### config.mk
export PLATFORM = sky130hd
export DESIGN_NAME = fdb_sum_tree
export DESIGN_NICKNAME = d
export VERILOG_FILES = /design/src/rtl/fdb_pkg.sv /design/src/rtl/fdb_sum_tree.sv
export SDC_FILE = /design/constraint.sdc
export NUM_CORES = 2
export LEC_CHECK = 0
export ABC_AREA = 1
export BUFFER_PORTS_ARGS = -buffer_cell sky130_fd_sc_hd__buf_2
export CAP_MARGIN = 20
export CELL_PAD_IN_SITES_DETAIL_PLACEMENT = 0
export CELL_PAD_IN_SITES_GLOBAL_PLACEMENT = 2
export CORE_MARGIN = 1.5
export CORE_UTILIZATION = 32
export CTS_CLUSTER_DIAMETER = 40
export CTS_CLUSTER_SIZE = 30
export DETAILED_ROUTE_END_ITERATION = 8
export HOLD_SLACK_MARGIN = 0.08
export PLACE_DENSITY_LB_ADDON = 0.1
export SLEW_MARGIN = 25
export SYNTH_ARGS = -nofsm -noshare
export SYNTH_HDL_FRONTEND = slang
export SYNTH_SLANG_ARGS = --single-unit
### constraint.sdc
create_clock -name clock -period 2.1 [get_ports clock]
set_input_delay 0.315 -clock clock [delete_from_list [all_inputs] [get_ports clock]]
set_output_delay 0.315 -clock clock [all_outputs]
set_load 0.01 [all_outputs]
### src/rtl/fdb_pkg.sv
// Shared types and constants for the 17-tap decimate-by-two FIR.
// Used by fdb_cell, fdb_sum_tree and fir_decimate_by_two; depends on nothing.
package fdb_pkg;

   localparam int SAMPLE_W    = 8;
   localparam int HALF_TAPS   = 8;
   localparam int NUM_TAPS    = 2 * HALF_TAPS + 1;
   localparam int COEF_W      = 20;
   localparam int PROD_W      = COEF_W + SAMPLE_W + 1;
   localparam int ACC_W       = 40;

   localparam int TAP_REGS     = 6;
   localparam int TAPS_PER_REG = 3;
   localparam int CSR_DATA_W   = TAPS_PER_REG * COEF_W;
   localparam int TAP_LAST_W   = 2 * COEF_W;
   localparam int CSR_INDEX_W  = 3;
   localparam int SHIFT_W      = 5;
   localparam logic [SHIFT_W-1:0] SHIFT_RESET = 5'd16;

   // Leaves of the sum tree: one product per tap plus the rounding offset.
   localparam int LEAVES      = NUM_TAPS + 1;
   localparam int L1_N        = 9;
   localparam int L2_N        = 5;
   localparam int L3_N        = 3;
   localparam int TREE_LEVELS = 5;
   // Window stage, product stage, then one stage per tree level.
   localparam int PIPE_DEPTH  = 2 + TREE_LEVELS;

   localparam int SEEN_W      = 4;
   localparam int FLUSH_CNT_W = 3;
   localparam logic EMIT_PARITY = 1'(HALF_TAPS % 2);

   localparam int FIFO_DEPTH  = 16;
   localparam int FIFO_PTR_W  = 4;
   localparam int FIFO_CNT_W  = 5;

   localparam logic [SAMPLE_W-1:0] SAMPLE_MAX = 8'd255;

   typedef enum logic [CSR_INDEX_W-1:0] {
      CSR_TAPS_0_TO_2   = 3'd0,
      CSR_TAPS_3_TO_5   = 3'd1,
      CSR_TAPS_6_TO_8   = 3'd2,
      CSR_TAPS_9_TO_11  = 3'd3,
      CSR_TAPS_12_TO_14 = 3'd4,
      CSR_TAPS_15_TO_16 = 3'd5,
      CSR_SHIFT_BITS    = 3'd6
   } csr_index_type;

   typedef struct packed {
      logic load;   // take the broadcast sample (start of line)
      logic shift;  // take the neighbor's sample
   } cell_ctrl_type;

   typedef struct packed {
      logic valid;
      logic last;
   } tag_type;

   typedef struct packed {
      logic                last;
      logic [SAMPLE_W-1:0] sample;
   } out_entry_type;

endpackage

### src/rtl/fdb_sum_tree.sv
// Registered adder tree, five levels, over the tap products and offset.
// Depends on fdb_pkg.
module fdb_sum_tree (
   input  logic                              clock,
   input  logic signed [fdb_pkg::ACC_W-1:0]  leaf [fdb_pkg::LEAVES],
   output logic signed [fdb_pkg::ACC_W-1:0]  sum
);

   logic signed [fdb_pkg::ACC_W-1:0] l1_ff [fdb_pkg::L1_N];
   logic signed [fdb_pkg::ACC_W-1:0] l2_ff [fdb_pkg::L2_N];
   logic signed [fdb_pkg::ACC_W-1:0] l3_ff [fdb_pkg::L3_N];
   logic signed [fdb_pkg::ACC_W-1:0] l4_ff [2];
   logic signed [fdb_pkg::ACC_W-1:0] sum_ff;

   always_ff @(posedge clock) begin
      for (int i = 0; i < fdb_pkg::L1_N; i++) begin
         l1_ff[i] <= leaf[2*i] + leaf[2*i+1];
      end
      // odd counts: carry the last element up unchanged
      for (int i = 0; i < fdb_pkg::L2_N - 1; i++) begin
         l2_ff[i] <= l1_ff[2*i] + l1_ff[2*i+1];
      end
      l2_ff[fdb_pkg::L2_N-1] <= l1_ff[fdb_pkg::L1_N-1];
      for (int i = 0; i < fdb_pkg::L3_N - 1; i++) begin
         l3_ff[i] <= l2_ff[2*i] + l2_ff[2*i+1];
      end
      l3_ff[fdb_pkg::L3_N-1] <= l2_ff[fdb_pkg::L2_N-1];
      l4_ff[0] <= l3_ff[0] + l3_ff[1];
      l4_ff[1] <= l3_ff[2];
      sum_ff   <= l4_ff[0] + l4_ff[1];
   end

   assign sum = sum_ff;

endmodule

==> Implementation_results.wiki <==
{| class="wikitable"
! Metric !! Value
|-
| Run status || completed
|-
| Worst path required time || 2.77 ns
|-
| Fmax || 0.485 GHz
|-
| Share of layout cells above drive strength 1 || 14.5%
|-
| Post-synthesis cell count || 11,100
|-
| Worst-Margin Slew || 0.716 ns
|-
| Maximum fanout along the worst path || 3
|-
| Area of the die || 208,000 µm²
|-
| Clock-pin slew of the registers on the worst-case setup and hold paths || 0.06 ns
|-
| Number of I/O port buffers || 760
|-
| Placement Rows || 166
|-
| All-layer global routing usage || 24.5%
|-
| GRT overflow || 0
|-
| Source-to-sink clock delay at the later pin of the worst-skew pair || 0.83 ns
|-
| Worst path most repeated cell || nand2_1
|-
| Final antenna-violating net count || 0
|-
| Number of flip-flops and latches in the synthesized netlist || 800
|-
| Worst slew margin || 51.9%
|-
| Sequential element share of the synthesized area || 24.4%
|-
| Number of levels in the clock H-tree || 4
|-
| Count of final max-slew check failures || 0
|-
| Vias in the first global route || 70,600
|-
| Leakage component of the power || 50.8 nW
|-
| Total length of routed wires || 261,000 µm
|-
| Final critical path time including I/O delays and setup || 2.06 ns
|-
| Highest ir drop seen on vdd || 0.000982 V
|-
| Hold violation count in the final report || 0
|-
| RSZ-0062 raised after global routing || yes
|-
| HP Class || input pin to flip-flop
|-
| Die width || 456 µm
|-
| Ports || 761
|-
| Post-Synthesis Cell Area || 65,700 µm²
|-
| Setup violations, final || 0
|-
| Worst reg-to-reg path cell count || 10
|-
| Power per unit of standard cell area || 1260 nW/µm²
|-
| Maximum cell stage delay along the critical path || 0.62 ns
|-
| Cell-by-cell trace of the critical path || dlygate4sd3_1 -> buf_2 -> ha_1 -> dlygate4sd3_1 -> inv_1 -> o21ai_1 -> o21ai_0 -> nand2_1 -> a21oi_1 -> nand2_1 -> nand2_1 -> nand2_1
|-
| Signed area change from the synthesized netlist to the final layout || 36.8%
|-
| Number of detailed-route iterations in the first pass || 6
|-
| Final GP Congestion || 0.915
|-
| Critical Path AT || 2.73 ns
|-
| Clock tree from TritonCTS || done
|-
| Number of remaining DRC errors || 0
|-
| First DRT Iteration DRCs || 3,783
|-
| Fin crit share || 98.2%
|-
| Largest net degree at the start of global routing || 20
|-
| Average vias per placed instance || 4.49
|-
| Global-route wire length before repair || 398,000 µm
|-
| Average wire per standard cell || 16.3 µm
|-
| Area share of the leading cell type in the synthesized netlist || 25.0%
|-
| Sink Count || 800
|-
| Final setup margin || 0.0376 ns
|-
| Critical path class || input pin to flip-flop
|-
| Placed wire-length estimate after detailed placement || 225,000 µm
|-
| Cell type of the slowest stage on the worst timing path || dlygate4sd3_1
|-
| Cell type with the largest total area after synthesis || nand2_1
|-
| Leading cell types by total area after synthesis || nand2_1 25%, dfxtp_1 24%, ha_1 13%
|-
| Critical path endpoint category || flip-flop
|-
| Number of distinct library cells after synthesis || 21
|-
| Share of the core filled with cells in the final layout || 44.0%
|-
| MaxCap Viol Count || 0
|-
| Clock root buffer master || clkbuf_16
|-
| Nets in the synthesized netlist || 12,500
|-
| Hold path cells || 5
|-
| Vias after detailed routing || 71,600
|-
| Height of the die || 456 µm
|-
| Worst Setup Start Kind || input pin
|-
| Net count of the finished layout || 14,500
|-
| Yosys synthesis warning count || 0
|-
| Filler cells || 22,200
|-
| Post-synthesis average cell area || 5.92 µm²
|-
| Clock Skews || 0.0729 ns
|-
| Max clock buf depth || 3
|-
| Worst setup slack before clock tree synthesis || -0.186 ns
|-
| Initial core utilization || 32.1%
|-
| Antenna violations before repair || 19
|-
| CTS Buf Count || 150
|-
| Core region area || 204,000 µm²
|}
## final cells by class
class	instances	area (µm²)	share of cell area, %
clock inverter	116	1710	1.91
inverter	2176	8170	9.09
clock buffer	163	3880	4.32
tap	2688	3360	3.74
antenna	3	7.51	0.00836
timing repair buffer	1901	14200	15.8
sequential	800	16000	17.8
multi-input combinational	8109	42500	47.3
## layer usage
| metal | part of all wire, % | track usage [%] | vias to the layer above |
|---|---|---|---|
| li1 | - | - | 38000 |
| met3 | 4.1 | 2.58 | 260 |
| met1 | 49 | 33.9 | 31900 |
| met4 | 1.8 | 4.81 | 10 |
| met5 | 0.018 | 0 | - |
| met2 | 45 | 40.9 | 1470 |
## registers in the layout, summed over array words and instances (netlist names)
name / cells
l3_ff: 120
sum: 40
l1_ff: 360
l2_ff: 200
l4_ff: 80
## cell usage after synthesis
library cell / count
nor2_4: 11
nor3_1: 187
xnor2_1: 102
a21oi_1: 544
nand3_1: 437
nand3_2: 73
nor2_2: 69
nor2_1: 889
a31oi_1: 68
nand2_2: 29
nand2b_1: 34
ha_1: 663
dfxtp_1: 800
fa_1: 17
nand3b_1: 17
xor2_1: 289
o21bai_1: 17
nand4_1: 17
o21ai_0: 272
inv_1: 2176
nand2_1: 4374
## what timing repair did
item,in CTS,in global routing
hold endpoints to repair,341,6
endpoints found under the setup margin,9,148
resized for setup,7,272
hold buffers,664,7
pin swaps,0,29
setup buffers,0,13
## stage by stage
step                instances  power, W  hold WS, ns  setup TNS (ns)  instance area (µm²)
floorplan               11100    0.0610        0.310               0                65700
global placement        15000    0.0858        0.310           -3.13                76500
detailed placement      15000    0.0856        0.312           -4.11                76500
CTS                     15900     0.114       0.0801               0                88800
global route            16000     0.123       0.0867          -0.233                89800
finish                  16000     0.114       0.0812               0                89800
## critical path: cells and delay by family
| kind | cells | cell delay [ns] |
|---|---|---|
| buffers and inverters | 4 | 1.38 |
| AO/OA/AOI/OAI | 3 | 0.47 |
| adder cells (fa/ha/maj) | 1 | 0.31 |
| AND/OR/NAND/NOR | 4 | 0.26 |
## power breakdown
part	total [W]	internal [W]	switching (W)
clock network	0.0260	0.0158	0.0101
registers	0.0248	0.0210	0.00374
logic	0.0628	0.0230	0.0398
total	0.114	0.0599	0.0537
## cells in the final DEF, fill, tap and decap left out, types with 11 or more instances in the layout
cell,n
a21oi_1,499
nand3_1,416
a31oi_1,68
nand2_1,4313
inv_8,17
clkinv_4,12
nand3_2,84
dfxtp_1,784
ha_1,624
nand2_2,88
nand2b_1,34
ha_2,23
nor2_1,858
buf_12,12
nor3_1,179
clkbuf_16,151
clkinv_8,18
bufinv_16,13
ha_4,16
dlygate4sd3_1,662
o21bai_1,17
dfxtp_2,16
nor2_2,85
fa_1,11
buf_4,465
a21oi_2,45
xor2_1,287
nand3b_1,17
inv_1,2174
xnor2_1,102
o21ai_0,258
o21ai_1,14
nand4_1,17
inv_6,15
buf_2,760
nor2_4,26
## worst paths after layout
path	start	endpoint	slack (ns)
hold reg to reg	l2_ff[0][178]	l3_ff[0][98]	0.29
setup / recovery	leaf[234]	l1_ff[0][279]	0.04
setup reg to reg	l1_ff[0][160]	l2_ff[0][100]	0.04
hold / removal	leaf[676]	l1_ff[0][36]	0.08
## cells by family (layout without fill, tap and decap cells)
family | count (synthesis) | count (layout) | share of synthesized area, %
buffers and inverters | 2176 | 4356 | 12.4
and+or+nand+nor | 6137 | 6137 | 37.8
AOI/OAI and AO/OA | 901 | 901 | 7.06
xor gates and xnor gates | 391 | 391 | 5.21
other | 0 | 3 | 0
adders and majority gates | 680 | 680 | 13.1
DFF | 800 | 800 | 24.4
No activity file was read; power rests on OpenSTA's default activity.
