===== src/rtl/fdb_pkg.sv =====
// Shared types and constants for the 17-tap decimate-by-two FIR.
// Used by fdb_cell, fdb_sum_tree and fir_decimate_by_two; depends on nothing.
package fdb_pkg;

   localparam int SAMPLE_W    = 8;
   localparam int HALF_TAPS   = 8;
   localparam int NUM_TAPS    = 2 * HALF_TAPS + 1;
   localparam int COEF_W      = 20;
   localparam int PROD_W      = COEF_W + SAMPLE_W + 1;
   localparam int ACC_W       = 40;

   localparam int TAP_REGS     = 6;
   localparam int TAPS_PER_REG = 3;
   localparam int CSR_DATA_W   = TAPS_PER_REG * COEF_W;
   localparam int TAP_LAST_W   = 2 * COEF_W;
   localparam int CSR_INDEX_W  = 3;
   localparam int SHIFT_W      = 5;
   localparam logic [SHIFT_W-1:0] SHIFT_RESET = 5'd16;

   // Leaves of the sum tree: one product per tap plus the rounding offset.
   localparam int LEAVES      = NUM_TAPS + 1;
   localparam int L1_N        = 9;
   localparam int L2_N        = 5;
   localparam int L3_N        = 3;
   localparam int TREE_LEVELS = 5;
   // Window stage, product stage, then one stage per tree level.
   localparam int PIPE_DEPTH  = 2 + TREE_LEVELS;

   localparam int SEEN_W      = 4;
   localparam int FLUSH_CNT_W = 3;
   localparam logic EMIT_PARITY = 1'(HALF_TAPS % 2);

   localparam int FIFO_DEPTH  = 16;
   localparam int FIFO_PTR_W  = 4;
   localparam int FIFO_CNT_W  = 5;

   localparam logic [SAMPLE_W-1:0] SAMPLE_MAX = 8'd255;

   typedef enum logic [CSR_INDEX_W-1:0] {
      CSR_TAPS_0_TO_2   = 3'd0,
      CSR_TAPS_3_TO_5   = 3'd1,
      CSR_TAPS_6_TO_8   = 3'd2,
      CSR_TAPS_9_TO_11  = 3'd3,
      CSR_TAPS_12_TO_14 = 3'd4,
      CSR_TAPS_15_TO_16 = 3'd5,
      CSR_SHIFT_BITS    = 3'd6
   } csr_index_type;

   typedef struct packed {
      logic load;   // take the broadcast sample (start of line)
      logic shift;  // take the neighbor's sample
   } cell_ctrl_type;

   typedef struct packed {
      logic valid;
      logic last;
   } tag_type;

   typedef struct packed {
      logic                last;
      logic [SAMPLE_W-1:0] sample;
   } out_entry_type;

endpackage


===== src/rtl/fdb_cell.sv =====
// One window cell: holds a sample, passes it on, and forms its tap product.
// Depends on fdb_pkg.
module fdb_cell (
   input  logic                                 clock,
   input  fdb_pkg::cell_ctrl_type               ctrl,
   input  logic [fdb_pkg::SAMPLE_W-1:0]         load_sample,
   input  logic [fdb_pkg::SAMPLE_W-1:0]         near_sample,
   input  logic signed [fdb_pkg::COEF_W-1:0]    coef,
   output logic [fdb_pkg::SAMPLE_W-1:0]         sample,
   output logic signed [fdb_pkg::PROD_W-1:0]    product
);

   logic [fdb_pkg::SAMPLE_W-1:0]      sample_ff;
   logic signed [fdb_pkg::PROD_W-1:0] product_ff;

   always_ff @(posedge clock) begin
      priority if (ctrl.load) begin
         sample_ff <= load_sample;
      end else if (ctrl.shift) begin
         sample_ff <= near_sample;
      end else begin
         sample_ff <= sample_ff;   // hold while the window is stalled
      end
      product_ff <= $signed({1'b0, sample_ff}) * coef;
   end

   assign sample  = sample_ff;
   assign product = product_ff;

endmodule


===== config.mk =====
export PLATFORM = sky130hd
export DESIGN_NAME = fdb_cell
export DESIGN_NICKNAME = d
export VERILOG_FILES = /design/src/rtl/fdb_pkg.sv /design/src/rtl/fdb_cell.sv
export SDC_FILE = /design/constraint.sdc
export NUM_CORES = 1
export LEC_CHECK = 0
export ABC_CLOCK_PERIOD_IN_PS = 5700
export BUFFER_PORTS_ARGS = -buffer_cell sky130_fd_sc_hd__buf_2
export CAP_MARGIN = 20
export CORE_MARGIN = 1.5
export CORE_UTILIZATION = 30
export DETAILED_ROUTE_END_ITERATION = 10
export GPL_ROUTABILITY_DRIVEN = 0
export PLACE_DENSITY = 0.44
export SETUP_SLACK_MARGIN = 0.05
export SYNTH_ARGS = -nofsm -noshare
export SYNTH_HDL_FRONTEND = slang
export SYNTH_SLANG_ARGS = --single-unit

===== constraint.sdc =====
create_clock -name clock -period 5.7 [get_ports clock]
set_clock_uncertainty 0.1 [all_clocks]
set_input_delay 0 -clock clock [delete_from_list [all_inputs] [get_ports clock]]
set_output_delay 0 -clock clock [all_outputs]
set_load 0.01 [all_outputs]

==> results.cfg, run 1 <==
[critical_path]
endpoint_kind = flip-flop
cp-start-kind = flip-flop
r2r-end = product[28]$_DFF_P_
arrival_ns = 5.25
rrSetupSlack_ns = 0.54
required_ns = 5.79
worstReg2RegStart = sample[0]$_DFFE_PP_
reg2reg_depth = 15
critPathMaxFanout = 21
crit_type = reg -> reg

[hold_path]
worstHoldEndpoint = sample[2]$_DFFE_PP_
holdCritPathClass = in -> reg
holdPathStages = 2
hold_start = ctrl[0]

[drt]
drt_wl_total_mm = 16.4
wl_per_cell_um = 14.9
drtAntennaViolNets = 0
vias = 4955
firstDrtPassIters = 4
drtIter0Drc = 156
viasPerCell = 4.50
drc = 0

[synthesis]
synth_edf_count = 8
synth_cell_types = 44
yosysWarningCount = 0
async_reset_ff_frac = 0
syn_area_sq_mm = 0.00679
ys_ff_latch = 37
seq_area_frac_synth = 0.121
avgSynthCellArea_sq_um = 9.12
syn_inst = 744
syn_nets = 967
synth-main-ff-cell = dfxtp_1

[timing]
drv_slew = 0
post-route-min-period_ns = 5.16
finalCritPeriodShare = 0.906
maxSlewHeadroom = 0.433
final-hold-violation-count = 0
setup_tns_ns = 0
finalSetupViolCount = 0
worst_pin_slew_ns = 0.850
rsz0062_at_grt = false
fmax_mhz = 194

[clock_network]
post_cts_resized = 0
htreeDepth = 2
tritoncts = built
cts_inserted_buffers = 5
cts_sinks = 37
cts_setup_buffers = 0
cts_root_buf = clkbuf_16
clk_pin_slew_ns = 0.06
clock_latency_ns = 0.30
cts_buffer_depth = 2

[floorplanning]
core_area_sq_mm = 0.0220
initial_core_util = 0.308
row_count = 54
die_h_um = 153
die_area_sq_mm = 0.0235
io_pins = 76
die_w_um = 153

[place]
port_buffers = 75
dp_hpwl_mm = 13.4

[global_routing]
grt_pass1_wl_mm = 28.2
grt_max_degree = 22
grt_pass1_vias = 5504
gr-usage-all-layers = 0.153
gr-total-overflow = 0
antenna_found_initial = 0

[finish]
fin_util = 0.353
final_nets = 1042
diodes = 0
drive_above_1_share = 0.130
register_area_sq_um = 821
area_delta_synth_final_pct = 14.5
multi_input_area_sq_mm = 0.00518
fillers = 2380

[outcome]
status = completed

[run]
drv_cap = 0
-- layout make-up --
type                    instances  area share
clock buffers                   6      0.0193
well taps                     280      0.0451
clock inverters                 2     0.00451
flip-flops and latches         37       0.106
multi-input cells             502       0.667
inverters                     180      0.0870
repair buffers                 93      0.0712
-- metal layers --
metal  global-route usage  wire length, um
met1                0.185             7480
met2                0.285             8300
met3               0.0196              372
met4               0.0356              241
met5                    0                0
-- registers in the layout (all words and copies together) (netlist names) --
signal	count
sample	8
product	29
-- synth_stat cells, types with 2 or more instances --
master | n | share of area
a2111oi_4 | 2 | 0.0081
a211oi_1 | 2 | 0.0022
a21o_1 | 12 | 0.013
a21oi_1 | 25 | 0.018
a31oi_1 | 3 | 0.0028
and2_1 | 86 | 0.079
clkbuf_1 | 22 | 0.012
dfxtp_1 | 29 | 0.086
edfxtp_1 | 8 | 0.035
fa_1 | 126 | 0.37
ha_1 | 58 | 0.11
inv_1 | 180 | 0.10
mux2_2 | 8 | 0.013
nand2_1 | 91 | 0.050
nand3_1 | 5 | 0.0037
nand4_1 | 6 | 0.0055
nor2_1 | 10 | 0.0055
nor3_1 | 4 | 0.0030
o21ai_0 | 9 | 0.0066
o21ai_1 | 5 | 0.0037
o21ai_2 | 3 | 0.0039
o31ai_2 | 2 | 0.0037
o41ai_2 | 2 | 0.0048
xnor2_1 | 17 | 0.022
xor2_1 | 10 | 0.013
-- worst max path at each step --
stage,from,end,slack (ns),depth (start not counted)
floorplan,sample[0]$_DFFE_PP_,product[28]$_DFF_P_,1.08,17
global placement,sample[0]$_DFFE_PP_,product[25]$_DFF_P_,0.52,15
detailed placement,sample[0]$_DFFE_PP_,product[28]$_DFF_P_,0.47,15
CTS,sample[0]$_DFFE_PP_,product[28]$_DFF_P_,0.45,15
global route,sample[0]$_DFFE_PP_,product[28]$_DFF_P_,0.19,15
finish,sample[0]$_DFFE_PP_,product[28]$_DFF_P_,0.54,15
-- cell usage in the layout, fill, tap and decap left out, types with 2 or more instances in the layout --
cell and instances:
a21oi_1 25, o21ai_1 5, xnor2_1 17, nand4_1 6
inv_1 180, o41ai_2 2, mux2_2 8, dfxtp_1 29
edfxtp_1 8, o31ai_2 2, nand3_1 5, a2111oi_4 2
xor2_1 10, clkbuf_16 6, a21o_1 12, ha_1 58
nor2_1 10, a211oi_1 2, fa_1 126, buf_2 75
a31oi_1 3, o21ai_2 3, nand2_1 91, nor3_1 4
o21ai_0 9, and2_1 86, dlygate4sd3_1 17
-- critical path, cell delays in order (launching register included) --
cell      delay [ns]
edfxtp_1        0.86
nand2_1         0.27
fa_1            0.78
inv_1           0.09
fa_1            0.47
fa_1            0.54
inv_1           0.05
fa_1            0.47
inv_1           0.04
ha_1            0.39
a21o_1          0.22
a21o_1          0.18
a211oi_1        0.24
o21ai_1         0.10
a21oi_1         0.16
xnor2_1         0.09
-- per-stage QoR --
stage          worst slack (ns)  hold slack [ns]  cells  cell area (sq um)
2_1_floorplan              1.08           0.0273    744               6790
3_3_place_gp              0.518            0.208   1075               7410
3_5_place_dp              0.474            0.204   1075               7410
4_1_cts                   0.451           0.0486   1100               7770
5_1_grt                   0.191           0.0685   1100               7770
6_report                  0.538           0.0437   1100               7770
-- cell families (layout without fill, tap and decap cells) --
logic type	count (synthesis)	count (layout)	synth area share
mux	9	9	0.0148
compound gates	73	73	0.0806
fa+ha+maj	184	184	0.479
flops	37	37	0.121
xor+xnor	27	27	0.0349
buf+inv	205	281	0.115
simple gates	209	209	0.155
-- repair_timing --
action	4_1_cts	5_1_grt
setup endpoints to repair	0	0
hold endpoints to repair	9	0
hold buffers	17	0
Power of run 1 is left out: the tool's default activity adds up to more than one toggle a clock period on the data nets, which glitch-free logic cannot reach.
==> run 2, diff against run 1 <==
ABC_AREA = 1   (was default)
ABC_CLOCK_PERIOD_IN_PS = default   (was 5700)
REMOVE_ABC_BUFFERS = 1   (was default)
==> run 2 against run 1 <==
First-iteration DRC count rose by 39%. Critical path depth rose by 1. Critical path type unchanged. Worst setup slack improved by 0.057 ns. Cell count rose by 33%.
==> results.cfg, run 2 <==
[outcome]
status = completed

[run]
drv_cap = 0

[critical_path]
arrival_ns = 5.20
path_delay_family = adder cells
path_cells = nand2_1 -> fa_1 -> inv_1 -> fa_1 -> fa_1 -> inv_1 -> fa_1 -> inv_1 -> ha_1 -> nand2_1 -> nor2_1 -> nand2_1 -> nor2_1 -> nand2_1 -> nand4_1 -> nand2_1
cp-start-kind = flip-flop
max_stage_delay_ns = 0.87
required_ns = 5.79
slowest_stage = edfxtp_1
critPathMaxFanout = 21
cp_num_buf_inv = 3
cpMostUsedCell = nand2_1
crit_type = reg -> reg
endpoint_kind = flip-flop

[clock_network]
htreeDepth = 2
cts_inserted_buffers = 5
cts_root_buf = clkbuf_16
tritoncts = built
clock_latency_ns = 0.30
cts_setup_buffers = 0
cts_buffer_depth = 2
post_cts_resized = 0
clk_pin_slew_ns = 0.06
cts_sinks = 37

[synthesis]
synth_edf_count = 8
syn_inst = 1077
synth_cell_types = 22
synthTopCellsByCount = nand2_1, inv_1, fa_1
synth_area_leaders = fa_1, nand2_1, inv_1
yosys.cell_count.top_type = nand2_1
yosysWarningCount = 0
avgSynthCellArea_sq_um = 6.96
synth-main-ff-cell = dfxtp_1
yosys.area.top_type = fa_1
synth_top_area_share = 0.336
syn_area_sq_mm = 0.00750
ys_ff_latch = 37
seq_area_frac_synth = 0.109
async_reset_ff_frac = 0

[timing]
final-hold-violation-count = 0
finalSetupViolCount = 0
drv_slew = 0
timing.hold.ws_ns = 0.0222
fmax_mhz = 196
rsz0062_at_grt = false
finalCritPeriodShare = 0.896
setup_tns_ns = 0
maxSlewHeadroom = 0.381
post-route-min-period_ns = 5.10
worst_pin_slew_ns = 0.928

[drt]
drt_wl_total_mm = 18.0
wl_met2_mm = 9.27
viasPerCell = 4.10
firstDrtPassIters = 5
vias = 6024
wl_per_cell_um = 12.3
wl_met1_mm = 7.91
wl_met3_um = 669
drc = 0
drtIter0Drc = 217
highest_layer = met4
drtAntennaViolNets = 0

[global_routing]
gr-total-overflow = 0
gr-usage-all-layers = 0.151
grt_pass1_vias = 6301
antenna_found_initial = 0
grt_max_degree = 22
grt_pass1_wl_mm = 30.9

[floorplanning]
row_count = 57
die_h_um = 161
initial_core_util = 0.307
die_area_sq_mm = 0.0260
core_area_sq_mm = 0.0245
io_pins = 76
die_w_um = 161

[place]
port_buffers = 75
dp_hpwl_mm = 15.9

[finish]
final_common_cell = nand2_1
register_area_sq_um = 821
area_delta_synth_final_pct = 13.4
multi_input_area_sq_mm = 0.00519
largest_reg_flops = 29
drive_above_1_share = 0.0865
diodes = 0
fillers = 2694
mostFrequentLayoutCells = nand2_1, inv_1, fa_1, buf_2, ha_1
final_nets = 1366

[hold_path]
holdCritPathClass = in -> reg
run 2: final timing paths:
kind / start / end / slack (ns) / cells past startpoint
worst max-delay path: sample[0]$_DFFE_PP_ / product[28]$_DFF_P_ / 0.60 / 16
worst min register to register: sample[0]$_DFFE_PP_ / product[0]$_DFF_P_ / 0.87 / 2
worst min-delay path: ctrl[0] / sample[5]$_DFFE_PP_ / 0.02 / 2
worst max register to register: sample[0]$_DFFE_PP_ / product[28]$_DFF_P_ / 0.60 / 16
run 2: cell type report:
class | count | area share
multi-input combinational | 649 | 0.610
inverter | 354 | 0.156
sequential | 37 | 0.0965
timing repair buffer | 96 | 0.0677
tap | 324 | 0.0477
clock buffer | 6 | 0.0176
clock inverter | 2 | 0.00456
run 2: what timing repair did:
action,4_1_cts,5_1_grt
hold buffers,17,0
endpoints found under the hold margin,9,0
endpoints found under the setup margin,0,0
run 2: cell families after synthesis:
group | Yosys count | share of synthesized area
buffers and inverters | 391 | 0.199
flip-flops | 37 | 0.109
adder cells (fa/ha/maj) | 184 | 0.433
AO/OA/AOI/OAI | 10 | 0.00667
AND/OR/NAND/NOR | 439 | 0.233
XOR/XNOR | 16 | 0.0187
run 2: routing by layer:
metal / global-route usage / vias up
met5: 0 / -
met4: 0.0274 / 0
met2: 0.287 / 116
li1: - / 3098
met3: 0.0244 / 13
met1: 0.180 / 2797
run 2: through the flow:
stage	instance area [sq um]	setup slack [ns]	utilization	cells
2_1_floorplan	7340	1.39	-	1040
3_3_place_gp	8150	0.642	0.333	1443
3_5_place_dp	8150	0.620	0.333	1443
4_1_cts	8510	0.560	0.348	1468
5_1_grt	8510	0.319	0.348	1468
6_report	8510	0.595	0.348	1468
Power of run 2 is left out for the same reason.
